--- config.mk ---
export PLATFORM = sky130hd
export DESIGN_NAME = tlc_decode
export DESIGN_NICKNAME = d
export VERILOG_FILES = /design/src/rtl/core/tlc_pkg.sv /design/src/rtl/core/tlc_decode.sv
export SDC_FILE = /design/constraint.sdc
export NUM_CORES = 1
export LEC_CHECK = 0
export ABC_AREA = 1
export BUFFER_PORTS_ARGS = -buffer_cell sky130_fd_sc_hd__buf_2
export CORE_MARGIN = 1
export CORE_UTILIZATION = 55
export DETAILED_ROUTE_END_ITERATION = 6
export HOLD_SLACK_MARGIN = 0.06
export PLACE_DENSITY = 0.84
export SYNTH_ARGS = -nofsm -noshare
export SYNTH_HDL_FRONTEND = slang
export SYNTH_SLANG_ARGS = --single-unit
--- constraint.sdc ---
create_clock -name i_clk -period 8.3 [get_ports i_clk]
set_input_delay 0.83 -clock i_clk [delete_from_list [all_inputs] [get_ports i_clk]]
set_output_delay 0.83 -clock i_clk [all_outputs]
set_load 0.02 [all_outputs]
--- src/rtl/core/tlc_pkg.sv ---
// ============================================================================
// tlc_pkg
// Shared types, widths, coefficient tables and decode functions for the
// ultrasonic tank level compensation pipeline.
// ============================================================================
`default_nettype none

package tlc_pkg;

    // ------------------------------------------------------------------
    // Field widths
    // ------------------------------------------------------------------
    localparam int HW_W       = 7;
    localparam int TEMP_W     = 7;
    localparam int RAW_W      = 14;
    localparam int ECHO_W     = 17;
    localparam int KIND_W     = 4;
    localparam int BUTANE_W   = 7;
    localparam int CFG_DATA_W = 7;
    localparam int CFG_IDX_W  = 1;
    localparam int LEVEL_W    = 20;
    localparam int STATUS_W   = 2;

    // ------------------------------------------------------------------
    // Datapath widths (coefficients are fixed point, 40 fraction bits)
    // ------------------------------------------------------------------
    localparam int C0_W     = 41;                 // signed
    localparam int C1_W     = 33;                 // signed
    localparam int C2_W     = 25;                 // signed
    localparam int B0_W     = 36;                 // unsigned
    localparam int B1_W     = 30;                 // unsigned
    localparam int SQ_W     = 2 * TEMP_W;         // t*t and p*t
    localparam int C1T_W    = C1_W + TEMP_W + 1;  // signed
    localparam int B0P_W    = B0_W + BUTANE_W;
    localparam int C01_W    = C1T_W + 1;          // signed
    localparam int C2TT_W   = C2_W + SQ_W + 1;    // signed
    localparam int B1PT_W   = B1_W + SQ_W;
    localparam int POLY_W   = C01_W + 1;          // signed
    localparam int LPG_W    = B1PT_W + 1;
    localparam int SFULL_W  = POLY_W + 8;         // signed, poly*100 + lpg
    localparam int SCALE_W  = 48;                 // clamped scale, unsigned
    localparam int HALF_W   = SCALE_W / 2;
    localparam int PART_W   = ECHO_W + HALF_W;
    localparam int SUM_W    = PART_W + HALF_W + 1;
    localparam int FRAC_W   = 40;
    localparam int QF_W     = SUM_W - FRAC_W;
    localparam int Q_W      = 24;
    localparam int RECIP_W  = 25;
    localparam int RECIP_SH = 28;
    localparam int PROD_W   = Q_W + RECIP_W;

    // ------------------------------------------------------------------
    // Constants
    // ------------------------------------------------------------------
    localparam logic [ECHO_W-1:0]  EXT_OFFSET = ECHO_W'(16384);
    localparam logic [SUM_W-1:0]   ROUND_HALF = SUM_W'(5) << FRAC_W;
    localparam logic [QF_W-1:0]    SAT_Q      = QF_W'(10485760);
    localparam logic [RECIP_W-1:0] RECIP_TEN  = RECIP_W'(26843546);
    localparam logic [LEVEL_W-1:0] LEVEL_MAX  = '1;

    localparam logic [B0_W-1:0] BUTANE_B0 = 36'd39747345344;
    localparam logic [B1_W-1:0] BUTANE_B1 = 30'd896101977;

    // ------------------------------------------------------------------
    // Codes
    // ------------------------------------------------------------------
    typedef enum logic [2:0] {
        SET_NONE      = 3'd0,
        SET_WATER     = 3'd1,
        SET_LPG       = 3'd2,
        SET_GASOLINE  = 3'd3,
        SET_AIR       = 3'd4,
        SET_UNIVERSAL = 3'd5
    } t_set;

    typedef enum logic [STATUS_W-1:0] {
        ST_OK        = 2'd0,
        ST_BAD_HW    = 2'd1,
        ST_BAD_FLUID = 2'd2
    } t_status;

    typedef enum logic [CFG_IDX_W-1:0] {
        CFG_FLUID_KIND = 1'd0,
        CFG_BUTANE     = 1'd1
    } t_cfg_idx;

    // ------------------------------------------------------------------
    // Transaction payloads between stages
    // ------------------------------------------------------------------
    typedef struct packed {
        logic [HW_W-1:0]   hardware_id;
        logic              range_extended;
        logic [TEMP_W-1:0] temperature_code;
        logic [RAW_W-1:0]  raw_echo;
    } t_report;

    typedef struct packed {
        t_status                   status;
        logic                      lpg;
        logic [ECHO_W-1:0]         echo;
        logic signed [C0_W-1:0]    c0;
        logic signed [C1T_W-1:0]   c1t;
        logic signed [C2_W-1:0]    c2;
        logic [SQ_W-1:0]           tt;
        logic [SQ_W-1:0]           pt;
        logic [B0P_W-1:0]          b0p;
    } t_dec;

    typedef struct packed {
        t_status            status;
        logic [ECHO_W-1:0]  echo;
        logic [SCALE_W-1:0] scale;
    } t_scl;

    typedef struct packed {
        logic [LEVEL_W-1:0] level;
        t_status            status;
    } t_result;

    // ------------------------------------------------------------------
    // Sensor model table: coefficient set per hardware id
    // ------------------------------------------------------------------
    function automatic t_set model_set(input logic [HW_W-1:0] hw);
        t_set s;
        unique case (hw)
            7'd3:                s = SET_LPG;
            7'd4, 7'd10, 7'd11:  s = SET_AIR;
            7'd5:                s = SET_WATER;
            7'd8, 7'd9, 7'd12:   s = SET_UNIVERSAL;
            default:             s = SET_NONE;
        endcase
        return s;
    endfunction

    // Fluid code to coefficient set for universal sensors
    function automatic t_set fluid_set(input logic [KIND_W-1:0] kind);
        t_set s;
        unique case (kind)
            4'd1, 4'd2, 4'd3, 4'd5, 4'd11: s = SET_WATER;
            4'd8:                          s = SET_LPG;
            4'd6, 4'd7:                    s = SET_GASOLINE;
            default:                       s = SET_NONE;
        endcase
        return s;
    endfunction

    function automatic logic signed [C0_W-1:0] coef_c0(input t_set s);
        logic signed [C0_W-1:0] c;
        unique case (s)
            SET_WATER:    c = 41'sd660357887549;
            SET_LPG:      c = 41'sd630069640739;
            SET_GASOLINE: c = 41'sd810715823592;
            SET_AIR:      c = 41'sd168330832166;
            default:      c = '0;
        endcase
        return c;
    endfunction

    function automatic logic signed [C1_W-1:0] coef_c1(input t_set s);
        logic signed [C1_W-1:0] c;
        unique case (s)
            SET_WATER:    c = 33'sd3434874325;
            SET_LPG:      c = -33'sd3102821814;
            SET_GASOLINE: c = -33'sd2175086761;
            SET_AIR:      c = 33'sd359540302;
            default:      c = '0;
        endcase
        return c;
    endfunction

    function automatic logic signed [C2_W-1:0] coef_c2(input t_set s);
        logic signed [C2_W-1:0] c;
        unique case (s)
            SET_WATER:    c = -25'sd15041319;
            SET_LPG:      c = -25'sd5882387;
            SET_GASOLINE: c = 25'sd2222795;
            SET_AIR:      c = -25'sd323256;
            default:      c = '0;
        endcase
        return c;
    endfunction

endpackage

`default_nettype wire

--- src/rtl/core/tlc_decode.sv ---
// ============================================================================
// tlc_decode
// First pipeline stage: model lookup, fluid selection, status, echo
// expansion and the first-level products (t*t, p*t, C1*t, B0*p).
// ============================================================================
`default_nettype none

module tlc_decode
    import tlc_pkg::*;
(
    input  wire logic                i_clk,
    input  wire logic                i_rst_n,
    input  wire logic [KIND_W-1:0]   i_fluid_kind,
    input  wire logic [BUTANE_W-1:0] i_butane_percent,
    input  wire logic                i_valid,
    output logic                     o_ready,
    input  wire t_report             i_data,
    output logic                     o_valid,
    input  wire logic                i_ready,
    output t_dec                     o_data
);

    logic r_vld;
    t_dec r_dec;
    t_dec n_dec;
    logic adv;

    // Stage advances when empty or when downstream takes it
    assign adv     = !r_vld || i_ready;
    assign o_ready = adv;
    assign o_valid = r_vld;
    assign o_data  = r_dec;

    // Decode the report and form first products
    always_comb begin
        t_set set_hw;
        t_set set_eff;
        set_hw  = model_set(i_data.hardware_id);
        set_eff = (set_hw == SET_UNIVERSAL) ? fluid_set(i_fluid_kind) : set_hw;

        if (set_hw == SET_NONE) begin
            n_dec.status = ST_BAD_HW;
        end else if (set_eff == SET_NONE) begin
            n_dec.status = ST_BAD_FLUID;
        end else begin
            n_dec.status = ST_OK;
        end

        n_dec.lpg = (set_eff == SET_LPG);

        // Extended range: 4 us steps above the offset
        if (i_data.range_extended) begin
            n_dec.echo = EXT_OFFSET + {1'b0, i_data.raw_echo, 2'b00};
        end else begin
            n_dec.echo = {3'b000, i_data.raw_echo};
        end

        n_dec.c0  = coef_c0(set_eff);
        n_dec.c1t = coef_c1(set_eff) * $signed({1'b0, i_data.temperature_code});
        n_dec.c2  = coef_c2(set_eff);
        n_dec.tt  = i_data.temperature_code * i_data.temperature_code;
        n_dec.pt  = i_butane_percent * i_data.temperature_code;
        n_dec.b0p = BUTANE_B0 * i_butane_percent;
    end

    // Valid bit
    always_ff @(posedge i_clk) begin
        if (!i_rst_n) begin
            r_vld <= 1'b0;
        end else if (adv) begin
            r_vld <= i_valid;
        end
    end

    // Payload
    always_ff @(posedge i_clk) begin
        if (adv) begin
            r_dec <= n_dec;
        end
    end

endmodule

`default_nettype wire

Yosys cells after proc, flatten, opt, wreduce, memory -nomap -nowiden

Memories as Yosys holds them, arrays and structs flattened.
Cells that the tools add are included.

Input port bits: 44
Memories kept: 2
Register bits after elaboration: 193
Bits in read-only memories: 80
Output and inout port bits: 200

Memories:

| name             | words | bits a word | rd ports | clocked after Yosys merged registers in | wr ports | line           | RTL |
|---|---|---|---|---|---|---|---|
| (name not given) | 16    | 3           | 1        | 0                                       | 0        | tlc_pkg.sv:125 | `unique case (hw)` |
| (name not given) | 16    | 2           | 1        | 0                                       | 0        | tlc_pkg.sv:138 | `unique case (kind)` |

$add $sub $neg: 1
Muxes and demuxes: 7
Reduce and logical (&&, ||, !) cells: 5
Equal/unequal tests: 5
Multipliers: 4

Operator list:

| operator               | count |
|---|---|
| $pmux 40 s4            | 1 |
| $pmux 33 s4            | 1 |
| $pmux 25 s4            | 1 |
| $mul 33x8->41          | 1 |
| $mul 30x7->37 const A  | 1 |
| $mul 7x7->14           | 2 |
| $add 15x16->17 const A | 1 |
| $mux 14                | 1 |
| $logic_not 3->1        | 3 |
| $eq 3x2->1 const B     | 2 |
| $eq 3x3->1 const B     | 2 |
| $mux 3                 | 2 |
| $eq 3x1->1 const B     | 1 |
| $mux 2                 | 1 |
| $logic_not 1->1        | 1 |
| $logic_or 1x1->1       | 1 |

Longest topological paths before layout

Depth in word-level cells: 7
Mapped depth: 31
Gate-level depth less buffers: 31

Least setup slack after synthesis

OpenSTA, ideal clock, no wires.

Kind: input to register
Start: input i_data[22] in the netlist's numbering
End: register r_dec, in the netlist o_data[132], data pin
Setup time: 0.252 ns
Data arrival time: 5.322 ns
Stages: 26
Data required time: 8.048 ns
Path buffers: 1
Path slack: 2.725 ns
Cells stage by stage: nand2_1 > xor2_1 > nand3_1 > a21oi_4 > inv_2 > nand2_4 > buf_4 > a21oi_1 > fa_1 > inv_1 > fa_1 > inv_1 > fa_1 > inv_1 > fa_1 > inv_1 > ha_1 > nand2_1 > nor2_1 > nand2_1 > inv_1 > nand4_1 > nand3_1 > nand2_1 > nand3_1 > nand2_1

RTL lines:

| item                 | line             | RTL |
|---|---|---|
| from (decl)          | tlc_decode.sv:17 | `input wire t_report i_data,` |
| to (signal assigned) | tlc_decode.sv:78 | `r_dec <= n_dec;` |
| to (decl)            | tlc_decode.sv:24 | `t_dec r_dec;` |

==> qor.csv <==
stage,metric,value,unit
critical_path,cp_max_fo,14,
critical_path,r2r-start,o_valid,
synthesis,synthTopCellsByArea,"fa_1 (22%), edfxtp_1 (22%), ha_1 (15%)",
synthesis,synthesis.instances,2398,
timing,setup_viol,0,
synthesis,synth_top_family_by_area,adder cells,
synthesis,synth_xor_area_share,3.05,%
clocking,path_clk_slew,70,ps
timing,fin_crit_sh,80.8,%
drt,vias,16100,
synthesis,synth-edff-count,140,
hold_path,hold_end,o_valid,
global_routing,antenna_found_initial,0,
critical_path,cp_data_arrival_time,6910,ps
drt,drt-total-wl,52800,µm
outcome,outcome,finished clean,
pwr,powerDensity,165,nW/µm²
drt,drt_iter0_markers,1294,
synthesis,ys_warn_count,0,
critical_path,r2r_cells,2,
clocking,cts_tree,yes,
place,place_area,20500,µm²
critical_path,end_kind,register,
clocking,cts.sinks,141,
pwr,ir_drop,0.186,mV
synthesis,ys_top_cells_by_count,"inv_1 (622), nand2_1 (589), ha_1 (226), fa_1 (215), nor2_1 (163)",
place,hpwlAfterDp,43000,µm
timing,tightest_slew,930,ps
synthesis,synthFlopType,edfxtp_1,
synthesis,ys_seq_area_share,22.0,%
global_routing,gr-usage-met2,52.4,%
synthesis,synth_area,19200,µm²
die,fp.dieW,189,µm
cells_and_area,nFillCells,3082,
place,portBuffers,230,
synthesis,netlist-cell-type-count,39,
timing,final.setup.tns,0,ps
clocking,holdBufCountCts,0,
timing,slew_headroom,37.5,%
die,initial_utilization,55.8,%
synthesis,synth_top_area_share,22.4,%
global_routing,grt_pass1_wl,85400,µm
critical_path,r2r-end,o_data[38],
synthesis,avgSynthCellArea,8.02,µm²
global_routing,busiest_layer,met2,
hold_path,hp-class,primary input to register,
critical_path,critPathRequiredTime,8510,ps
hold_path,hold_depth,3,
timing,maxSlewViolCount,0,
pwr,p_leak,12.6,nW
timing,fmax,149,MHz
cells_and_area,n_antenna_cell,0,
synthesis,synth-adder-area-share,37.1,%
die,core,34500,µm²
drt,viasPerCell,5.28,
global_routing,grt_remaining_overflow,0,
drt,wl_per_cell,17.3,µm
timing,rsz0062_at_grt,no,
die,ios,244,
drt,ant_nets,0,
synthesis,synth.most_common_cell,inv_1,
clocking,clk_latency,450,ps
critical_path,crit_type,primary input to register,
clocking,cts_buffer_depth,2,
clocking,clock-root-buffer,clkbuf_16,
global_routing,gr-usage-met3,4.75,%
global_routing,met1_usage,39.9,%
synthesis,muxShareOfSynthArea,0,%
synthesis,yosys.area.top_type,fa_1,
synthesis,synthSimpleGateAreaFrac,18.2,%
synthesis,synth-async-reset-ratio,0,%
timing,final-hold-violation-count,0,
die,die_y,189,µm
drt,drc,0,
global_routing,grt_max_degree,53,
synthesis,synth_compound_area_share,4.75,%
clocking,cts_resized,0,
synthesis,ys_seq_elements,141,
critical_path,r2r_slack,6320,ps
cells_and_area,syn_to_final_growth,9.64,%
critical_path,worstSetupStartpointType,primary input,
flow_run,drv_cap,0,
hold_path,hp-start,i_valid,
cells_and_area,final_area,21100,µm²
drt,first_pass_iters,6,
die,rows,68,
cells_and_area,fin_nets,3066,
timing,finalWorstPathRequiredPeriod,6700,ps
clocking,cts_htree_levels,4,
place,gp_congestion,1.07,
global_routing,grt_usage,31.0,%
die,die_area,35700,µm²
timing,finalClockSkew,10.9,ps
timing,whs,626,ps
clocking,numCtsBuffers,17,
global_routing,grt_pass1_vias,16600,
clocking,cts_setup_buffers,0,
cells_and_area,drive_gt1_share,10.8,%
-- report_power, final --
| group | leakage [nW] | internal (mW) | switching (mW) |
|---|---|---|---|
| clock | 0.269 | 0.449 | 0.356 |
| sequential | 1.53 | 0.994 | 0.0393 |
| combinational | 10.8 | 0.558 | 1.09 |
-- cells by family (layout without fill, tap and decap cells) --
| kind of cell | after synthesis | in the layout |
|---|---|---|
| flip-flops | 141 | 141 |
| adder cells (fa/ha/maj) | 441 | 441 |
| AND/OR/NAND/NOR | 874 | 874 |
| AO/OA/AOI/OAI | 168 | 168 |
| XOR/XNOR | 67 | 67 |
| other | 1 | 13 |
| buffers and inverters | 706 | 890 |
-- worst max path at each step --
stage | to | from | slack, ps
floorplan | o_data[132] | i_data[22] | 2730
CTS | o_data[132] | i_data[28] | 1810
global placement | o_data[129] | i_data[28] | 1400
detailed placement | o_data[132] | i_data[28] | 1350
finish | o_data[132] | i_data[28] | 1600
global route | o_data[128] | i_data[28] | 1440
-- cell usage in the layout (no fill, tap or decap), drive strengths merged, types with 3 or more instances in the layout --
master	instances
a21boi	4
a21o	5
a21oi	89
a31oi	3
buf	233
clkbuf	18
clkinvlp	6
conb	13
edfxtp	140
fa	215
ha	226
inv	630
nand2	593
nand3	71
nand4	14
nor2	165
nor3	22
o21ai	53
o21bai	9
xnor2	17
xor2	50
-- per-stage QoR --
stage	utilization [%]	power, mW	setup slack (ps)	instances
floorplan	-	2.23	2730	2410
global placement	59.5	2.62	1400	3017
detailed placement	59.5	2.66	1350	3017
CTS	61.2	3.49	1810	3049
global route	61.2	3.72	1440	3049
finish	61.2	3.48	1600	3049
-- cell type report --
class	instances	area [µm²]	area share, %
multi-input cells	1563	12200	57.8
flip-flops and latches	141	4220	20.0
inverters	625	2350	11.1
repair buffers	233	1170	5.56
well taps	455	569	2.70
clock buffers	18	429	2.03
clock inverters	14	160	0.759
-- sequential cells by signal, indices dropped and copies added, names as in the netlist --
signal and cells:
o_data 140, o_valid 1
-- worst max-delay path, cell delays in order --
cell and delay [ps]:
buf_2 110, nor3_4 220, nand3_1 110, inv_1 160, nand3_1 140, nand2_1 570, nand2_4 280, nand2_1 330
nand2_1 160, inv_1 200, fa_1 470, fa_1 540, fa_1 570, inv_1 70, fa_1 530, inv_1 40
ha_1 370, nand2_1 110, nor2_1 190, nand2_1 160, inv_1 110, nand4_1 110, nand3_1 240, nand2_1 110
nand3_1 100, nand2_1 60
-- per-layer routing --
layer / wire [µm] / share of wire [%] / vias up
li1: - / - / 7567
met1: 22000 / 42 / 7719
met2: 25200 / 48 / 703
met3: 3830 / 7.2 / 109
met4: 1860 / 3.5 / 0
met5: 0 / 0 / -
Power figures use the tool's default switching activity.
