File: src/rtl/core/tlc_pkg.sv
// ============================================================================
// tlc_pkg
// Shared types, widths, coefficient tables and decode functions for the
// ultrasonic tank level compensation pipeline.
// ============================================================================
`default_nettype none

package tlc_pkg;

    // ------------------------------------------------------------------
    // Field widths
    // ------------------------------------------------------------------
    localparam int HW_W       = 7;
    localparam int TEMP_W     = 7;
    localparam int RAW_W      = 14;
    localparam int ECHO_W     = 17;
    localparam int KIND_W     = 4;
    localparam int BUTANE_W   = 7;
    localparam int CFG_DATA_W = 7;
    localparam int CFG_IDX_W  = 1;
    localparam int LEVEL_W    = 20;
    localparam int STATUS_W   = 2;

    // ------------------------------------------------------------------
    // Datapath widths (coefficients are fixed point, 40 fraction bits)
    // ------------------------------------------------------------------
    localparam int C0_W     = 41;                 // signed
    localparam int C1_W     = 33;                 // signed
    localparam int C2_W     = 25;                 // signed
    localparam int B0_W     = 36;                 // unsigned
    localparam int B1_W     = 30;                 // unsigned
    localparam int SQ_W     = 2 * TEMP_W;         // t*t and p*t
    localparam int C1T_W    = C1_W + TEMP_W + 1;  // signed
    localparam int B0P_W    = B0_W + BUTANE_W;
    localparam int C01_W    = C1T_W + 1;          // signed
    localparam int C2TT_W   = C2_W + SQ_W + 1;    // signed
    localparam int B1PT_W   = B1_W + SQ_W;
    localparam int POLY_W   = C01_W + 1;          // signed
    localparam int LPG_W    = B1PT_W + 1;
    localparam int SFULL_W  = POLY_W + 8;         // signed, poly*100 + lpg
    localparam int SCALE_W  = 48;                 // clamped scale, unsigned
    localparam int HALF_W   = SCALE_W / 2;
    localparam int PART_W   = ECHO_W + HALF_W;
    localparam int SUM_W    = PART_W + HALF_W + 1;
    localparam int FRAC_W   = 40;
    localparam int QF_W     = SUM_W - FRAC_W;
    localparam int Q_W      = 24;
    localparam int RECIP_W  = 25;
    localparam int RECIP_SH = 28;
    localparam int PROD_W   = Q_W + RECIP_W;

    // ------------------------------------------------------------------
    // Constants
    // ------------------------------------------------------------------
    localparam logic [ECHO_W-1:0]  EXT_OFFSET = ECHO_W'(16384);
    localparam logic [SUM_W-1:0]   ROUND_HALF = SUM_W'(5) << FRAC_W;
    localparam logic [QF_W-1:0]    SAT_Q      = QF_W'(10485760);
    localparam logic [RECIP_W-1:0] RECIP_TEN  = RECIP_W'(26843546);
    localparam logic [LEVEL_W-1:0] LEVEL_MAX  = '1;

    localparam logic [B0_W-1:0] BUTANE_B0 = 36'd39747345344;
    localparam logic [B1_W-1:0] BUTANE_B1 = 30'd896101977;

    // ------------------------------------------------------------------
    // Codes
    // ------------------------------------------------------------------
    typedef enum logic [2:0] {
        SET_NONE      = 3'd0,
        SET_WATER     = 3'd1,
        SET_LPG       = 3'd2,
        SET_GASOLINE  = 3'd3,
        SET_AIR       = 3'd4,
        SET_UNIVERSAL = 3'd5
    } t_set;

    typedef enum logic [STATUS_W-1:0] {
        ST_OK        = 2'd0,
        ST_BAD_HW    = 2'd1,
        ST_BAD_FLUID = 2'd2
    } t_status;

    typedef enum logic [CFG_IDX_W-1:0] {
        CFG_FLUID_KIND = 1'd0,
        CFG_BUTANE     = 1'd1
    } t_cfg_idx;

    // ------------------------------------------------------------------
    // Transaction payloads between stages
    // ------------------------------------------------------------------
    typedef struct packed {
        logic [HW_W-1:0]   hardware_id;
        logic              range_extended;
        logic [TEMP_W-1:0] temperature_code;
        logic [RAW_W-1:0]  raw_echo;
    } t_report;

    typedef struct packed {
        t_status                   status;
        logic                      lpg;
        logic [ECHO_W-1:0]         echo;
        logic signed [C0_W-1:0]    c0;
        logic signed [C1T_W-1:0]   c1t;
        logic signed [C2_W-1:0]    c2;
        logic [SQ_W-1:0]           tt;
        logic [SQ_W-1:0]           pt;
        logic [B0P_W-1:0]          b0p;
    } t_dec;

    typedef struct packed {
        t_status            status;
        logic [ECHO_W-1:0]  echo;
        logic [SCALE_W-1:0] scale;
    } t_scl;

    typedef struct packed {
        logic [LEVEL_W-1:0] level;
        t_status            status;
    } t_result;

    // ------------------------------------------------------------------
    // Sensor model table: coefficient set per hardware id
    // ------------------------------------------------------------------
    function automatic t_set model_set(input logic [HW_W-1:0] hw);
        t_set s;
        unique case (hw)
            7'd3:                s = SET_LPG;
            7'd4, 7'd10, 7'd11:  s = SET_AIR;
            7'd5:                s = SET_WATER;
            7'd8, 7'd9, 7'd12:   s = SET_UNIVERSAL;
            default:             s = SET_NONE;
        endcase
        return s;
    endfunction

    // Fluid code to coefficient set for universal sensors
    function automatic t_set fluid_set(input logic [KIND_W-1:0] kind);
        t_set s;
        unique case (kind)
            4'd1, 4'd2, 4'd3, 4'd5, 4'd11: s = SET_WATER;
            4'd8:                          s = SET_LPG;
            4'd6, 4'd7:                    s = SET_GASOLINE;
            default:                       s = SET_NONE;
        endcase
        return s;
    endfunction

    function automatic logic signed [C0_W-1:0] coef_c0(input t_set s);
        logic signed [C0_W-1:0] c;
        unique case (s)
            SET_WATER:    c = 41'sd660357887549;
            SET_LPG:      c = 41'sd630069640739;
            SET_GASOLINE: c = 41'sd810715823592;
            SET_AIR:      c = 41'sd168330832166;
            default:      c = '0;
        endcase
        return c;
    endfunction

    function automatic logic signed [C1_W-1:0] coef_c1(input t_set s);
        logic signed [C1_W-1:0] c;
        unique case (s)
            SET_WATER:    c = 33'sd3434874325;
            SET_LPG:      c = -33'sd3102821814;
            SET_GASOLINE: c = -33'sd2175086761;
            SET_AIR:      c = 33'sd359540302;
            default:      c = '0;
        endcase
        return c;
    endfunction

    function automatic logic signed [C2_W-1:0] coef_c2(input t_set s);
        logic signed [C2_W-1:0] c;
        unique case (s)
            SET_WATER:    c = -25'sd15041319;
            SET_LPG:      c = -25'sd5882387;
            SET_GASOLINE: c = 25'sd2222795;
            SET_AIR:      c = -25'sd323256;
            default:      c = '0;
        endcase
        return c;
    endfunction

endpackage

`default_nettype wire

File: src/rtl/core/tlc_scale.sv
// ============================================================================
// tlc_scale
// Three pipeline stages that finish the temperature quadratic, add the
// butane correction for LPG, scale by 100 and clamp the result at zero.
// ============================================================================
`default_nettype none

module tlc_scale
    import tlc_pkg::*;
(
    input  wire logic i_clk,
    input  wire logic i_rst_n,
    input  wire logic i_valid,
    output logic      o_ready,
    input  wire t_dec i_data,
    output logic      o_valid,
    input  wire logic i_ready,
    output t_scl      o_data
);

    typedef struct packed {
        t_status                  status;
        logic                     lpg;
        logic [ECHO_W-1:0]        echo;
        logic signed [C01_W-1:0]  c01;
        logic signed [C2TT_W-1:0] c2tt;
        logic [B0P_W-1:0]         b0p;
        logic [B1PT_W-1:0]        b1pt;
    } t_st2;

    typedef struct packed {
        t_status                  status;
        logic [ECHO_W-1:0]        echo;
        logic signed [POLY_W-1:0] poly;
        logic [LPG_W-1:0]         lpg_sum;
    } t_st3;

    logic r_vld2, r_vld3, r_vld4;
    logic adv2, adv3, adv4;
    t_st2 r_st2, n_st2;
    t_st3 r_st3, n_st3;
    t_scl r_st4, n_st4;

    // Per-stage advance: a stage moves when empty or when the next one moves
    assign adv4    = !r_vld4 || i_ready;
    assign adv3    = !r_vld3 || adv4;
    assign adv2    = !r_vld2 || adv3;
    assign o_ready = adv2;
    assign o_valid = r_vld4;
    assign o_data  = r_st4;

    // Second products and the constant plus linear term
    always_comb begin
        n_st2.status = i_data.status;
        n_st2.lpg    = i_data.lpg;
        n_st2.echo   = i_data.echo;
        n_st2.c01    = C01_W'(i_data.c0) + C01_W'(i_data.c1t);
        n_st2.c2tt   = i_data.c2 * $signed({1'b0, i_data.tt});
        n_st2.b0p    = i_data.b0p;
        n_st2.b1pt   = BUTANE_B1 * i_data.pt;
    end

    // Quadratic sum and butane correction
    always_comb begin
        n_st3.status  = r_st2.status;
        n_st3.echo    = r_st2.echo;
        n_st3.poly    = POLY_W'(r_st2.c01) + POLY_W'(r_st2.c2tt);
        n_st3.lpg_sum = r_st2.lpg ? (LPG_W'(r_st2.b0p) + LPG_W'(r_st2.b1pt)) : '0;
    end

    // Scale by 100 (64 + 32 + 4), add correction, clamp negative to zero
    always_comb begin
        logic signed [SFULL_W-1:0] wide;
        logic signed [SFULL_W-1:0] s_full;
        wide   = SFULL_W'(r_st3.poly);
        s_full = (wide <<< 6) + (wide <<< 5) + (wide <<< 2)
                 + $signed(SFULL_W'(r_st3.lpg_sum));
        n_st4.status = r_st3.status;
        n_st4.echo   = r_st3.echo;
        n_st4.scale  = s_full[SFULL_W-1] ? '0 : s_full[SCALE_W-1:0];
    end

    // Valid bits
    always_ff @(posedge i_clk) begin
        if (!i_rst_n) begin
            r_vld2 <= 1'b0;
            r_vld3 <= 1'b0;
            r_vld4 <= 1'b0;
        end else begin
            if (adv2) begin
                r_vld2 <= i_valid;
            end
            if (adv3) begin
                r_vld3 <= r_vld2;
            end
            if (adv4) begin
                r_vld4 <= r_vld3;
            end
        end
    end

    // Payload
    always_ff @(posedge i_clk) begin
        if (adv2) begin
            r_st2 <= n_st2;
        end
        if (adv3) begin
            r_st3 <= n_st3;
        end
        if (adv4) begin
            r_st4 <= n_st4;
        end
    end

endmodule

`default_nettype wire

File: config.mk
export PLATFORM = sky130hd
export DESIGN_NAME = tlc_scale
export DESIGN_NICKNAME = d
export VERILOG_FILES = /design/src/rtl/core/tlc_pkg.sv /design/src/rtl/core/tlc_scale.sv
export SDC_FILE = /design/constraint.sdc
export NUM_CORES = 2
export LEC_CHECK = 0
export ABC_AREA = 0
export BUFFER_PORTS_ARGS = -buffer_cell sky130_fd_sc_hd__buf_2
export CORE_MARGIN = 2
export CORE_UTILIZATION = 30
export CTS_BUF_LIST = sky130_fd_sc_hd__clkbuf_4 sky130_fd_sc_hd__clkbuf_8
export CTS_CLUSTER_SIZE = 12
export DETAILED_ROUTE_END_ITERATION = 10
export GPL_TIMING_DRIVEN = 0
export SYNTH_ARGS = -nofsm -noshare
export SYNTH_HDL_FRONTEND = slang
export SYNTH_SLANG_ARGS = --single-unit
File: constraint.sdc
create_clock -name i_clk -period 7.3 [get_ports i_clk]
set_input_delay 0.73 -clock i_clk [delete_from_list [all_inputs] [get_ports i_clk]]
set_output_delay 0.73 -clock i_clk [all_outputs]
set_load 0.02 [all_outputs]
## After elaboration in Yosys (flattened, before gate mapping)

Index checks and enable logic that the tools add are counted.

- Flip-flop bits (word level): 366
- Bits of input ports: 202
- Output and inout port bits: 69
- Word-level logic and storage cells: 31

- Add/sub/neg operators: 6
- Multipliers: 2
- Reduce and logical (&&, ||, !) cells: 6

Operators with widths:

| kind | number |
|---|---|
| adder 50 x 45 -> 51 bit | 1 |
| adder 51 x 46 -> 51 bit | 1 |
| adder 49 x 48 -> 50 bit | 1 |
| adder 43 x 44 -> 45 bit | 1 |
| multiplier 30 x 14 -> 44 bit, first input constant | 1 |
| adder 42 x 40 -> 43 bit | 1 |
| adder 41 x 41 -> 42 bit | 1 |
| multiplier 25 x 15 -> 40 bit | 1 |
| logical NOT 1 bit | 3 |
| logical OR 1 bit | 3 |

## Longest topological paths before layout

- Depth in word-level cells: 4
- Mapped depth: 25
- Mapped depth without buffers: 24

## Worst setup path after synthesis

Ideal clock, no wire load.

- Path type: input-to-reg
- Start point: in i_ready
- End point: reg r_st2, in the netlist n_st3[100], enable pin
- Library setup time: 2.051 ns
- Arrival time: 5.328 ns
- Setup slack: -0.079 ns
- Stages: 2
- Buffers on the path: 0
- Cell sequence: nor2b_1 -> nand3_1

- Longest elaborated chain between the ends: 3

RTL lines:

| item | line | source |
|---|---|---|
| start, declared | tlc_scale.sv:17 | `input wire logic i_ready,` |
| logical OR 1 bit | tlc_scale.sv:45 | `assign adv4 = !r_vld4 \|\| i_ready;` |
| logical OR 1 bit | tlc_scale.sv:46 | `assign adv3 = !r_vld3 \|\| adv4;` |
| logical OR 1 bit | tlc_scale.sv:47 | `assign adv2 = !r_vld2 \|\| adv3;` |
| net o_ready | tlc_scale.sv:14 | `output logic o_ready,` |
| end signal, assigned | tlc_scale.sv:105 | `r_st2 <= n_st2;` |
| end, declared | tlc_scale.sv:40 | `t_st2 r_st2, n_st2;` |

The timed path passes the listed nets, and every way through them passes these cells.
A chain may end at the register's enable or synchronous reset.

==> out/summary.txt <==
Slew Limit Fails -> 0
Synth area leader -> fa_1
Die area -> 140,100 um^2
HPWL after DPL -> 95,280 um
Number of remaining DRC errors -> 0
GPL Wtd Cong -> 0.9179
Routed Antenna Nets -> 0
CTS tree -> built
Reg clk slew, reported paths -> 0.07 ns
Clock latency on the worst-skew pair -> 0.70 ns
Overall routing resource usage -> 0.1618
Initial Util -> 0.3029
Crit path capture type -> flop
Top area cells in the synthesized netlist -> fa_1 (27%), edfxtp_1 (27%), ha_1 (13%)
FP Rows -> 135
CP peak stage delay -> 0.72 ns
Largest net degree at the start of global routing -> 75
DR vias/cell -> 4.798
RSZ-0062 raised after global routing -> false
Initial antenna violation count -> 8
Ratio of cells with drive above 1 in the final layout -> 0.09833
CTS sink cnt -> 366
Synth Cell Area -> 41,130 um^2
RR Startpoint -> r_st3[45]
Hold_sp -> i_data[9]
Least-Margin Pin Slew -> 0.9413 ns
Fin crit share -> 0.9649
Fmax -> 142.0 MHz
Crit path DAT -> 7.41 ns
Placed Cells -> 5,930
Yosys reg bits -> 366
Avg Inst Size Synth -> 10.61 um^2
GR Layer Usage met1 -> 0.2182
FF-to-FF path depth -> 14
Worst Path Required -> 7.67 ns
DR vias -> 29,000
R2R Setup Slk -> 1.83 ns
Critical path class -> in2reg
Hold Crit Endpoint -> r_st2[53]
Max-Slew Margin vs Limit -> 0.3725
Wirelength, routed -> 112,900 um
Footprint of the multi-input gates -> 27,480 um^2
Met2 usage in global routing -> 0.2646
Non-Filler Instances -> 6,044
GR peak layer -> met2
Syn nets -> 5,058
WHS Path Cells -> 1
Skew final -> 0.07443 ns
Final-report hold violation count -> 0
Synth Flop Type -> edfxtp_1
Minimum clock period -> 7.044 ns
Status -> finished clean
TritonRoute pass-1 iters -> 7
Clk buf depth -> 3
Most frequent CP cell -> fa_1
Post-Synthesis Cells -> 3,876
Netlist cell types -> 74
Max Cap Violations -> 0
Root Buffer -> clkbuf_8
DRT iter0 DRCs -> 1,811
First-pass GRT wire length -> 175,300 um
# fillers -> 13,840
Layout area overhead -> 12.57%
Reg area -> 10,960 um^2
CTS buffer count -> 60
Crit path buffers/inverters -> 6
Core ar. -> 135,800 um^2
Port bufs -> 268
Die Wd -> 374.3 um
Seq/Total Area, Yosys -> 0.2665
Vias in the first global route -> 30,250
Global-route congestion overflow total -> 0
Yosys warning count -> 0
Layout net count -> 5,392
Height of the die -> 374.3 um
CP startpoint kind -> primary input
Worst Hold Class -> in2reg
M3 GR Usage -> 0.03337
Endpoints failing setup -> 0
RR Endpoint -> o_data[35]
Routed WL per cell -> 18.67 um
Post-synth top area share -> 0.2716
CP top delay family -> adder cells
Synth async-reset ratio -> 0
CP max stage cell -> clkbuf_1
Max Fanout on Critical Path -> 10
Critical path, cell by cell -> buf_2 > clkbuf_1 > nand2_1 > fa_1 > inv_1 > fa_1 > fa_1 > fa_1 > fa_1 > inv_1 > fa_1 > inv_1 > ha_1 > clkbuf_1 > o21a_1 > o21a_1 > a311oi_1 > o31ai_2 > a41oi_1 > a311o_1 > a31oi_1 > xnor2_1
H-tree levels -> 2
I/O pin count -> 271
Post-synth EDFFs -> 363
## flip-flops by register name, summed over array words and instances, names as in the netlist
| name | count |
|---|---|
| n_st3 | 19 |
| o_valid | 1 |
| r_st3 | 88 |
| o_data | 67 |
| n_st4 | 19 |
| r_vld3 | 1 |
| r_st2 | 170 |
| r_vld2 | 1 |
## metrics by stage
stage	utilization	setup TNS [ns]	setup slack (ns)	hold WS, ns	cell area [um^2]
after detailed placement	0.3304	-3.239	-0.5744	0.4045	44870
after floorplan	-	0	0.5824	0.4003	41140
after global placement	0.3292	-3.083	-0.5565	0.4009	44710
after CTS	0.3408	0	0.1316	0.1408	46290
final	0.3410	0	0.2559	0.2077	46300
after global routing	0.3410	0	0.003554	0.1636	46300
## worst max-delay path by stage
stage,start,end,slack [ns],cells after the start
after floorplan,i_data[77],r_st2[126],0.58,24
after global placement,i_data[65],r_st2[126],-0.56,22
after CTS,i_data[65],r_st2[126],0.13,22
final,i_data[66],r_st2[126],0.26,22
after detailed placement,i_data[65],r_st2[126],-0.57,22
after global routing,i_data[59],r_st2[126],0.004,25
## layout make-up
class / count / area share
antenna: 2 / 0.0001081
clock buffer: 66 / 0.01881
sequential: 366 / 0.2367
multi-input combinational: 2787 / 0.5935
inverter: 631 / 0.05121
clock inverter: 47 / 0.01175
timing repair buffer: 274 / 0.03210
buffer: 90 / 0.007701
tap: 1781 / 0.04813
## what timing repair did
| action | 4_1_cts | 5_1_grt |
|---|---|---|
| gates resized for setup | 0 | 22 |
| setup endpoints to repair | 0 | 6 |
| setup buffers | 0 | 1 |
| hold buffers | 0 | 0 |
## cell usage after synthesis (all sizes together) (30+ instances only)
cell type and count:
a21o 137, a21oi 203, and2 229, and3 32, clkbuf 86, edfxtp 363
fa 558, ha 422, inv 631, nand2 240, nand2b 30, nand3 41
nor2 176, nor2b 30, nor3 35, o21ai 118, o21bai 47, xnor2 149
xor2 75
## metal layers
layer,routed length (um),part of all wire
met2,51860,0.46
met3,8186,0.073
met4,2842,0.025
met1,49930,0.44
met5,38,0.00034
## kinds of logic after synthesis
logic type	Yosys count	synth area share
AOI/OAI and AO/OA	699	0.1110
and+or+nand+nor	881	0.1080
muxes	3	0.0007908
adders and majority gates	980	0.3999
xor gates and xnor gates	224	0.04770
DFF	366	0.2665
buffers and inverters	723	0.06613
## layout by cell type (no fill, tap or decap), types with 75 or more instances in the layout
cell type	n
a21o_1	137
a21oi_1	202
and2_1	229
buf_2	273
edfxtp_1	363
fa_1	558
ha_1	422
inv_1	630
nand2_1	239
nor2_1	176
o21ai_0	108
xnor2_1	149
xor2_1	75
Power is left out: the tool's default activity adds up to more than one toggle a clock period on the data nets, which glitch-free logic cannot reach.
