--- src/rtl/core/tlc_pkg.sv ---
// ============================================================================
// tlc_pkg
// Shared types, widths, coefficient tables and decode functions for the
// ultrasonic tank level compensation pipeline.
// ============================================================================
`default_nettype none

package tlc_pkg;

    // ------------------------------------------------------------------
    // Field widths
    // ------------------------------------------------------------------
    localparam int HW_W       = 7;
    localparam int TEMP_W     = 7;
    localparam int RAW_W      = 14;
    localparam int ECHO_W     = 17;
    localparam int KIND_W     = 4;
    localparam int BUTANE_W   = 7;
    localparam int CFG_DATA_W = 7;
    localparam int CFG_IDX_W  = 1;
    localparam int LEVEL_W    = 20;
    localparam int STATUS_W   = 2;

    // ------------------------------------------------------------------
    // Datapath widths (coefficients are fixed point, 40 fraction bits)
    // ------------------------------------------------------------------
    localparam int C0_W     = 41;                 // signed
    localparam int C1_W     = 33;                 // signed
    localparam int C2_W     = 25;                 // signed
    localparam int B0_W     = 36;                 // unsigned
    localparam int B1_W     = 30;                 // unsigned
    localparam int SQ_W     = 2 * TEMP_W;         // t*t and p*t
    localparam int C1T_W    = C1_W + TEMP_W + 1;  // signed
    localparam int B0P_W    = B0_W + BUTANE_W;
    localparam int C01_W    = C1T_W + 1;          // signed
    localparam int C2TT_W   = C2_W + SQ_W + 1;    // signed
    localparam int B1PT_W   = B1_W + SQ_W;
    localparam int POLY_W   = C01_W + 1;          // signed
    localparam int LPG_W    = B1PT_W + 1;
    localparam int SFULL_W  = POLY_W + 8;         // signed, poly*100 + lpg
    localparam int SCALE_W  = 48;                 // clamped scale, unsigned
    localparam int HALF_W   = SCALE_W / 2;
    localparam int PART_W   = ECHO_W + HALF_W;
    localparam int SUM_W    = PART_W + HALF_W + 1;
    localparam int FRAC_W   = 40;
    localparam int QF_W     = SUM_W - FRAC_W;
    localparam int Q_W      = 24;
    localparam int RECIP_W  = 25;
    localparam int RECIP_SH = 28;
    localparam int PROD_W   = Q_W + RECIP_W;

    // ------------------------------------------------------------------
    // Constants
    // ------------------------------------------------------------------
    localparam logic [ECHO_W-1:0]  EXT_OFFSET = ECHO_W'(16384);
    localparam logic [SUM_W-1:0]   ROUND_HALF = SUM_W'(5) << FRAC_W;
    localparam logic [QF_W-1:0]    SAT_Q      = QF_W'(10485760);
    localparam logic [RECIP_W-1:0] RECIP_TEN  = RECIP_W'(26843546);
    localparam logic [LEVEL_W-1:0] LEVEL_MAX  = '1;

    localparam logic [B0_W-1:0] BUTANE_B0 = 36'd39747345344;
    localparam logic [B1_W-1:0] BUTANE_B1 = 30'd896101977;

    // ------------------------------------------------------------------
    // Codes
    // ------------------------------------------------------------------
    typedef enum logic [2:0] {
        SET_NONE      = 3'd0,
        SET_WATER     = 3'd1,
        SET_LPG       = 3'd2,
        SET_GASOLINE  = 3'd3,
        SET_AIR       = 3'd4,
        SET_UNIVERSAL = 3'd5
    } t_set;

    typedef enum logic [STATUS_W-1:0] {
        ST_OK        = 2'd0,
        ST_BAD_HW    = 2'd1,
        ST_BAD_FLUID = 2'd2
    } t_status;

    typedef enum logic [CFG_IDX_W-1:0] {
        CFG_FLUID_KIND = 1'd0,
        CFG_BUTANE     = 1'd1
    } t_cfg_idx;

    // ------------------------------------------------------------------
    // Transaction payloads between stages
    // ------------------------------------------------------------------
    typedef struct packed {
        logic [HW_W-1:0]   hardware_id;
        logic              range_extended;
        logic [TEMP_W-1:0] temperature_code;
        logic [RAW_W-1:0]  raw_echo;
    } t_report;

    typedef struct packed {
        t_status                   status;
        logic                      lpg;
        logic [ECHO_W-1:0]         echo;
        logic signed [C0_W-1:0]    c0;
        logic signed [C1T_W-1:0]   c1t;
        logic signed [C2_W-1:0]    c2;
        logic [SQ_W-1:0]           tt;
        logic [SQ_W-1:0]           pt;
        logic [B0P_W-1:0]          b0p;
    } t_dec;

    typedef struct packed {
        t_status            status;
        logic [ECHO_W-1:0]  echo;
        logic [SCALE_W-1:0] scale;
    } t_scl;

    typedef struct packed {
        logic [LEVEL_W-1:0] level;
        t_status            status;
    } t_result;

    // ------------------------------------------------------------------
    // Sensor model table: coefficient set per hardware id
    // ------------------------------------------------------------------
    function automatic t_set model_set(input logic [HW_W-1:0] hw);
        t_set s;
        unique case (hw)
            7'd3:                s = SET_LPG;
            7'd4, 7'd10, 7'd11:  s = SET_AIR;
            7'd5:                s = SET_WATER;
            7'd8, 7'd9, 7'd12:   s = SET_UNIVERSAL;
            default:             s = SET_NONE;
        endcase
        return s;
    endfunction

    // Fluid code to coefficient set for universal sensors
    function automatic t_set fluid_set(input logic [KIND_W-1:0] kind);
        t_set s;
        unique case (kind)
            4'd1, 4'd2, 4'd3, 4'd5, 4'd11: s = SET_WATER;
            4'd8:                          s = SET_LPG;
            4'd6, 4'd7:                    s = SET_GASOLINE;
            default:                       s = SET_NONE;
        endcase
        return s;
    endfunction

    function automatic logic signed [C0_W-1:0] coef_c0(input t_set s);
        logic signed [C0_W-1:0] c;
        unique case (s)
            SET_WATER:    c = 41'sd660357887549;
            SET_LPG:      c = 41'sd630069640739;
            SET_GASOLINE: c = 41'sd810715823592;
            SET_AIR:      c = 41'sd168330832166;
            default:      c = '0;
        endcase
        return c;
    endfunction

    function automatic logic signed [C1_W-1:0] coef_c1(input t_set s);
        logic signed [C1_W-1:0] c;
        unique case (s)
            SET_WATER:    c = 33'sd3434874325;
            SET_LPG:      c = -33'sd3102821814;
            SET_GASOLINE: c = -33'sd2175086761;
            SET_AIR:      c = 33'sd359540302;
            default:      c = '0;
        endcase
        return c;
    endfunction

    function automatic logic signed [C2_W-1:0] coef_c2(input t_set s);
        logic signed [C2_W-1:0] c;
        unique case (s)
            SET_WATER:    c = -25'sd15041319;
            SET_LPG:      c = -25'sd5882387;
            SET_GASOLINE: c = 25'sd2222795;
            SET_AIR:      c = -25'sd323256;
            default:      c = '0;
        endcase
        return c;
    endfunction

endpackage

`default_nettype wire

--- src/rtl/core/tlc_level.sv ---
// ============================================================================
// tlc_level
// Four pipeline stages: echo times scale as two partial products, rounding
// and removal of the fraction bits, division by ten through a reciprocal
// multiply, then saturation and error masking into the output register.
// ============================================================================
`default_nettype none

module tlc_level
    import tlc_pkg::*;
(
    input  wire logic i_clk,
    input  wire logic i_rst_n,
    input  wire logic i_valid,
    output logic      o_ready,
    input  wire t_scl i_data,
    output logic      o_valid,
    input  wire logic i_ready,
    output t_result   o_data
);

    typedef struct packed {
        t_status           status;
        logic [PART_W-1:0] p_lo;
        logic [PART_W-1:0] p_hi;
    } t_st5;

    typedef struct packed {
        t_status        status;
        logic           sat;
        logic [Q_W-1:0] q;
    } t_st6;

    typedef struct packed {
        t_status           status;
        logic              sat;
        logic [PROD_W-1:0] prod;
    } t_st7;

    logic    r_vld5, r_vld6, r_vld7, r_vld8;
    logic    adv5, adv6, adv7, adv8;
    t_st5    r_st5, n_st5;
    t_st6    r_st6, n_st6;
    t_st7    r_st7, n_st7;
    t_result r_st8, n_st8;

    // Per-stage advance; the last stage is the output register
    assign adv8    = !r_vld8 || i_ready;
    assign adv7    = !r_vld7 || adv8;
    assign adv6    = !r_vld6 || adv7;
    assign adv5    = !r_vld5 || adv6;
    assign o_ready = adv5;
    assign o_valid = r_vld8;
    assign o_data  = r_st8;

    // Partial products on the low and high halves of the scale
    always_comb begin
        n_st5.status = i_data.status;
        n_st5.p_lo   = i_data.echo * i_data.scale[HALF_W-1:0];
        n_st5.p_hi   = i_data.echo * i_data.scale[SCALE_W-1:HALF_W];
    end

    // Combine, round by half of ten units, drop the fraction bits
    always_comb begin
        logic [SUM_W-1:0] sum;
        logic [QF_W-1:0]  q_full;
        sum    = (SUM_W'(r_st5.p_hi) << HALF_W) + SUM_W'(r_st5.p_lo) + ROUND_HALF;
        q_full = sum[SUM_W-1:FRAC_W];
        n_st6.status = r_st5.status;
        n_st6.sat    = (q_full >= SAT_Q);
        n_st6.q      = q_full[Q_W-1:0];
    end

    // Divide by ten: multiply by the rounded-up reciprocal
    always_comb begin
        n_st7.status = r_st6.status;
        n_st7.sat    = r_st6.sat;
        n_st7.prod   = r_st6.q * RECIP_TEN;
    end

    // Saturate and zero the level on error
    always_comb begin
        n_st8.status = r_st7.status;
        if (r_st7.status != ST_OK) begin
            n_st8.level = '0;
        end else if (r_st7.sat) begin
            n_st8.level = LEVEL_MAX;
        end else begin
            n_st8.level = r_st7.prod[RECIP_SH +: LEVEL_W];
        end
    end

    // Valid bits
    always_ff @(posedge i_clk) begin
        if (!i_rst_n) begin
            r_vld5 <= 1'b0;
            r_vld6 <= 1'b0;
            r_vld7 <= 1'b0;
            r_vld8 <= 1'b0;
        end else begin
            if (adv5) begin
                r_vld5 <= i_valid;
            end
            if (adv6) begin
                r_vld6 <= r_vld5;
            end
            if (adv7) begin
                r_vld7 <= r_vld6;
            end
            if (adv8) begin
                r_vld8 <= r_vld7;
            end
        end
    end

    // Payload
    always_ff @(posedge i_clk) begin
        if (adv5) begin
            r_st5 <= n_st5;
        end
        if (adv6) begin
            r_st6 <= n_st6;
        end
        if (adv7) begin
            r_st7 <= n_st7;
        end
        if (adv8) begin
            r_st8 <= n_st8;
        end
    end

endmodule

`default_nettype wire

--- config.mk ---
export PLATFORM = sky130hd
export DESIGN_NAME = tlc_level
export DESIGN_NICKNAME = d
export VERILOG_FILES = /design/src/rtl/core/tlc_pkg.sv /design/src/rtl/core/tlc_level.sv
export SDC_FILE = /design/constraint.sdc
export NUM_CORES = 2
export LEC_CHECK = 0
export ABC_CLOCK_PERIOD_IN_PS = 10800
export BUFFER_PORTS_ARGS = -buffer_cell sky130_fd_sc_hd__buf_2
export CORE_MARGIN = 2
export CORE_UTILIZATION = 45
export CTS_BUF_LIST = sky130_fd_sc_hd__clkbuf_4 sky130_fd_sc_hd__clkbuf_8
export DETAILED_ROUTE_END_ITERATION = 7
export MAX_ROUTING_LAYER = met4
export PLACE_DENSITY_LB_ADDON = 0.12
export SLEW_MARGIN = 20
export SYNTH_ARGS = -nofsm -noshare
export SYNTH_HDL_FRONTEND = slang
export SYNTH_SLANG_ARGS = --single-unit
export TNS_END_PERCENT = 1
--- constraint.sdc ---
create_clock -name i_clk -period 10.8 [get_ports i_clk]
set_clock_uncertainty 0.05 [all_clocks]
set_input_delay 2.7 -clock i_clk [delete_from_list [all_inputs] [get_ports i_clk]]
set_output_delay 2.7 -clock i_clk [all_outputs]
set_load 0.02 [all_outputs]
* Word level (Yosys, flattened, before mapping)
Index checks and enable logic that the tools add are counted. Widths: inputs -> output; s select.
Cells by class: $add $sub $neg 2, $mul 3, order comparisons 1, multiplexer cells 1, reduce and logical (&&, ||, !) cells 9
Operator list (count):
- $mul 17x24->41 | 2
- $add 65x41->66 | 1
- $add 66x43->66 const B | 1
- $mul 24x24->47 const B | 1
- $ge 26x24->1 const B | 1
- $mux 20 | 1
- $logic_not 1->1 | 4
- $logic_or 1x1->1 | 4
- $reduce_bool 2->1 | 1
Storage, ports and cells: flip-flop bits (word level) 187, input bits 71, output and inout port bits 24, word-level logic and storage cells 31

* Depth between registers and ports, before layout
word-level depth 5, mapped depth 25, mapped depth without buffers 23

* Worst setup path before layout
OpenSTA, ideal clock, no wires.
path type input -> register, start point input port i_data[42] (netlist bit), end point register r_st5[32] (netlist bit) (data pin), setup time 0.259 ns, arrival 8.611 ns, required time 10.491 ns, setup slack 1.879 ns, stages on the path 25, buffers on the path 3, path through clkbuf_1 > clkbuf_1 > nand2_1 > fa_1 > inv_1 > fa_1 > inv_1 > fa_1 > inv_1 > fa_1 > fa_1 > inv_1 > fa_1 > inv_1 > ha_1 > buf_6 > a21o_1 > a21o_1 > a21o_1 > a211o_1 > a21oi_1 > or4b_1 > a31o_2 > a21oi_2 > xnor2_1
RTL lines:
- start, declared | line tlc_level.sv:16 | input wire t_scl i_data,
- end signal, assigned | line tlc_level.sv:119 | r_st5 <= n_st5;
- end, declared | line tlc_level.sv:42 | t_st5 r_st5, n_st5;

==> metrics.yaml <==
clkSlewWorstSetupHoldPaths_ps: 100
route.detailed.wl_per_inst_um: 17.7
worst_ep_arrival_time_ps: 9530
netlist_instances: 4284
clk_path_buf_depth: 2
final_antenna_net_count: 0
max_cap_violations: 0
finalSetupViolations: 0
cts_setup_buffers: 0
grt_pass1_vias: 29500
die_height_um: 305
maximum_number_of_pins_on_one_net_before_global_route_repair: 61
die_width_um: 305
timing.critical_path.mode_cell: "fa_1"
layout_commonest_cell: "inv_1"
drt-initial-drc-count: 1053
antenna_violations_before_repair: 9
crit-reg2reg-capture: "r_st7[46]"
final_cell_mix: "1197 x inv_1, 877 x fa_1, 540 x nand2_1"
yosysUniqueCellTypes: 71
timing.critical_path.buf_inv: 7
max_slew.worst_pin.slew_ps: 1060
grt_pass1_wl_um: 159000
outcome: "complete, no violations"
slowest_stage: "fa_1"
min-delay-path-class: "flip-flop to flip-flop"
post_cts_resize_count: 0
num_io_pins: 95
route.detailed.drc: 0
tritoncts.num_buffers: 17
global_route.overflow_total: 0
clock_latency_of_the_later_clocked_register_in_the_worst_skew_pair_ps: 510
post_route_setup_tns_ps: 0
topmost_layer_with_routed_signal_wires: "met4"
finalHoldViolCount: 0
slew_violations: 0
asyncSetResetFlopFracSynth_pct: 0
category_of_the_worst_setup_path_capture_point: "flip-flop"
layout_cell_share_with_drive_strength_beyond_1_pct: 3.97
fmax_ghz: 0.107
reg2reg_from: "r_st6[13]"
syn2layout_area_growth_pct: 4.91
cts.sink_count: 136
cts_hold_repair.buffers: 0
cts_tree: "yes"
yosys_most_used_dff: "edfxtp_1"
globalRouteTotalUtil_pct: 22.4
vias: 27100
layout_nets: 5731
detailed_route_vias_per_instance: 4.96
rrSetupSlack_ps: 3670
postRouteWirelength_um: 96700
floorplan.core_area_um2: 90000
die_area_um2: 93200
min_period_ps: 9340
rr_worst_depth: 21
category_of_cells_accounting_for_the_largest_share_of_critical_path_delay: "adder cells"
synth_enable_flop_cells: 132
detailedPlacementHpwl_um: 80900
synth-seq-cells: 136
cts.htree.levels: 4
gp_routability_congestion: 0.882
ys.warnings.count: 0
row_count: 110
cp.required_ps: 10990
length_of_routed_met3_wiring_um: 3770
critical_path.startpoint_type: "primary input"
cp_slowest_stage_delay_ps: 550
min_delay_path_depth: 0
timing.critical_path.cells: "buf_2 > buf_4 > nand2_1 > fa_1 > inv_1 > fa_1 > inv_1 > fa_1 > inv_1 > fa_1 > fa_1 > inv_1 > fa_1 > inv_1 > ha_1 > and2_1 > a221o_1 > o31ai_2 > o2bb2ai_1 > a31o_2 > a2111oi_0 > nor3_1 > xor2_1"
effective_utilization_at_floorplan_pct: 45.4
hold_path_end: "n_st7[50]"
layout_worst_path_cycle_share_pct: 86.5
nFillCells: 8825
timing.critical_path.fanout_max: 25
seq_area_frac_synth_pct: 9.90
crit_type: "primary input to flip-flop"
met2_length_um: 48800
avgSynthCellArea_um2: 9.54
synth.cell_area_um2: 40900
io_buffer_count: 94
drt_pre_antenna_iters: 5
synth_fp_nets: 5747
cts_root_buf: "clkbuf_8"
timing.slew.headroom_pct: 29.2
met1Wirelength_um: 42700
worst_hold_startpoint: "n_st6[25]"
rsz0062_at_grt: "no"
sequential cells by signal, summed over array words and instances (netlist names):
signal,cells
n_st6,2
r_st7,21
r_st6,24
o_data,22
o_valid,1
r_st5,58
n_st8,2
r_vld5,1
r_vld6,1
r_vld7,1
n_st7,3
worst max path at each step:
stage / start / to / slack [ps] / depth (start not counted)
6_report: i_data[56] / r_st5[35] / 1460 / 23
3_5_place_dp: i_data[50] / r_st5[79] / 950 / 22
5_1_grt: i_data[50] / r_st5[81] / 1200 / 23
2_1_floorplan: i_data[42] / r_st5[32] / 1880 / 25
3_3_place_gp: i_data[50] / r_st5[79] / 1050 / 23
4_1_cts: i_data[50] / r_st5[79] / 1520 / 22
through the flow:
stage                     util (%)  std cells  hold slack (ps)  setup slack (ps)  instance area, um^2
after floorplan                  -       4284              350              1880                40900
after global placement        47.1       5425              351              1050                42400
after detailed placement      47.1       5425              355               954                42400
after CTS                     47.6       5457              364              1520                42800
after global routing          47.6       5465              383              1200                42900
final                         47.6       5466              362              1460                42900
synthesized netlist by cell type (all sizes together) (7+ instances only):
cell | instances | area share [%]
o21ai | 36 | 0.44
nand2 | 541 | 5.0
nand2b | 15 | 0.23
o21a | 39 | 0.72
inv | 1198 | 11
a31oi | 10 | 0.15
and2 | 318 | 4.9
nor2 | 50 | 0.46
nor3 | 11 | 0.13
nor2b | 12 | 0.18
nand4 | 14 | 0.21
ha | 515 | 16
a21oi | 75 | 0.93
and4 | 7 | 0.15
and3 | 19 | 0.29
clkbuf | 150 | 1.4
fa | 877 | 43
xnor2 | 72 | 1.5
xor2 | 28 | 0.60
nand3 | 25 | 0.31
edfxtp | 132 | 9.7
a21o | 51 | 0.94
a211oi | 8 | 0.16
routing by layer:
| layer | global-route usage (%) | vias to the layer above |
|---|---|---|
| met2 | 38.8 | 478 |
| met4 | 4.14 | 0 |
| li1 | - | 12700 |
| met3 | 2.70 | 87 |
| met5 | - | - |
| met1 | 28.5 | 13900 |
cell type report:
| cell class | instances | area (um^2) | area share, % |
|---|---|---|---|
| diodes | 9 | 22.5 | 0.0525 |
| clock buffers | 19 | 255 | 0.595 |
| clock inverters | 13 | 181 | 0.423 |
| inverters | 1198 | 4500 | 10.5 |
| multi-input cells | 2798 | 31700 | 74.1 |
| flip-flops and latches | 136 | 4040 | 9.43 |
| well taps | 1176 | 1470 | 3.43 |
| repair buffers | 117 | 643 | 1.50 |
kinds of logic (layout without fill, tap and decap cells):
logic type               after synthesis  count (layout)  share of synthesized area (%)
AO/OA/AOI/OAI                        275             275                           4.62
XOR/XNOR                             100             100                           2.14
adder cells (fa/ha/maj)             1392            1392                           58.7
buffers and inverters               1350            1347                           12.4
flip-flops                           136             136                           9.90
multiplexers                           2               2                         0.0490
other                                  0               9                              0
AND/OR/NAND/NOR                     1029            1029                           12.1
Power is not shown: default switching activity piles up to over one toggle a cycle in this logic, so the estimate is an artifact.
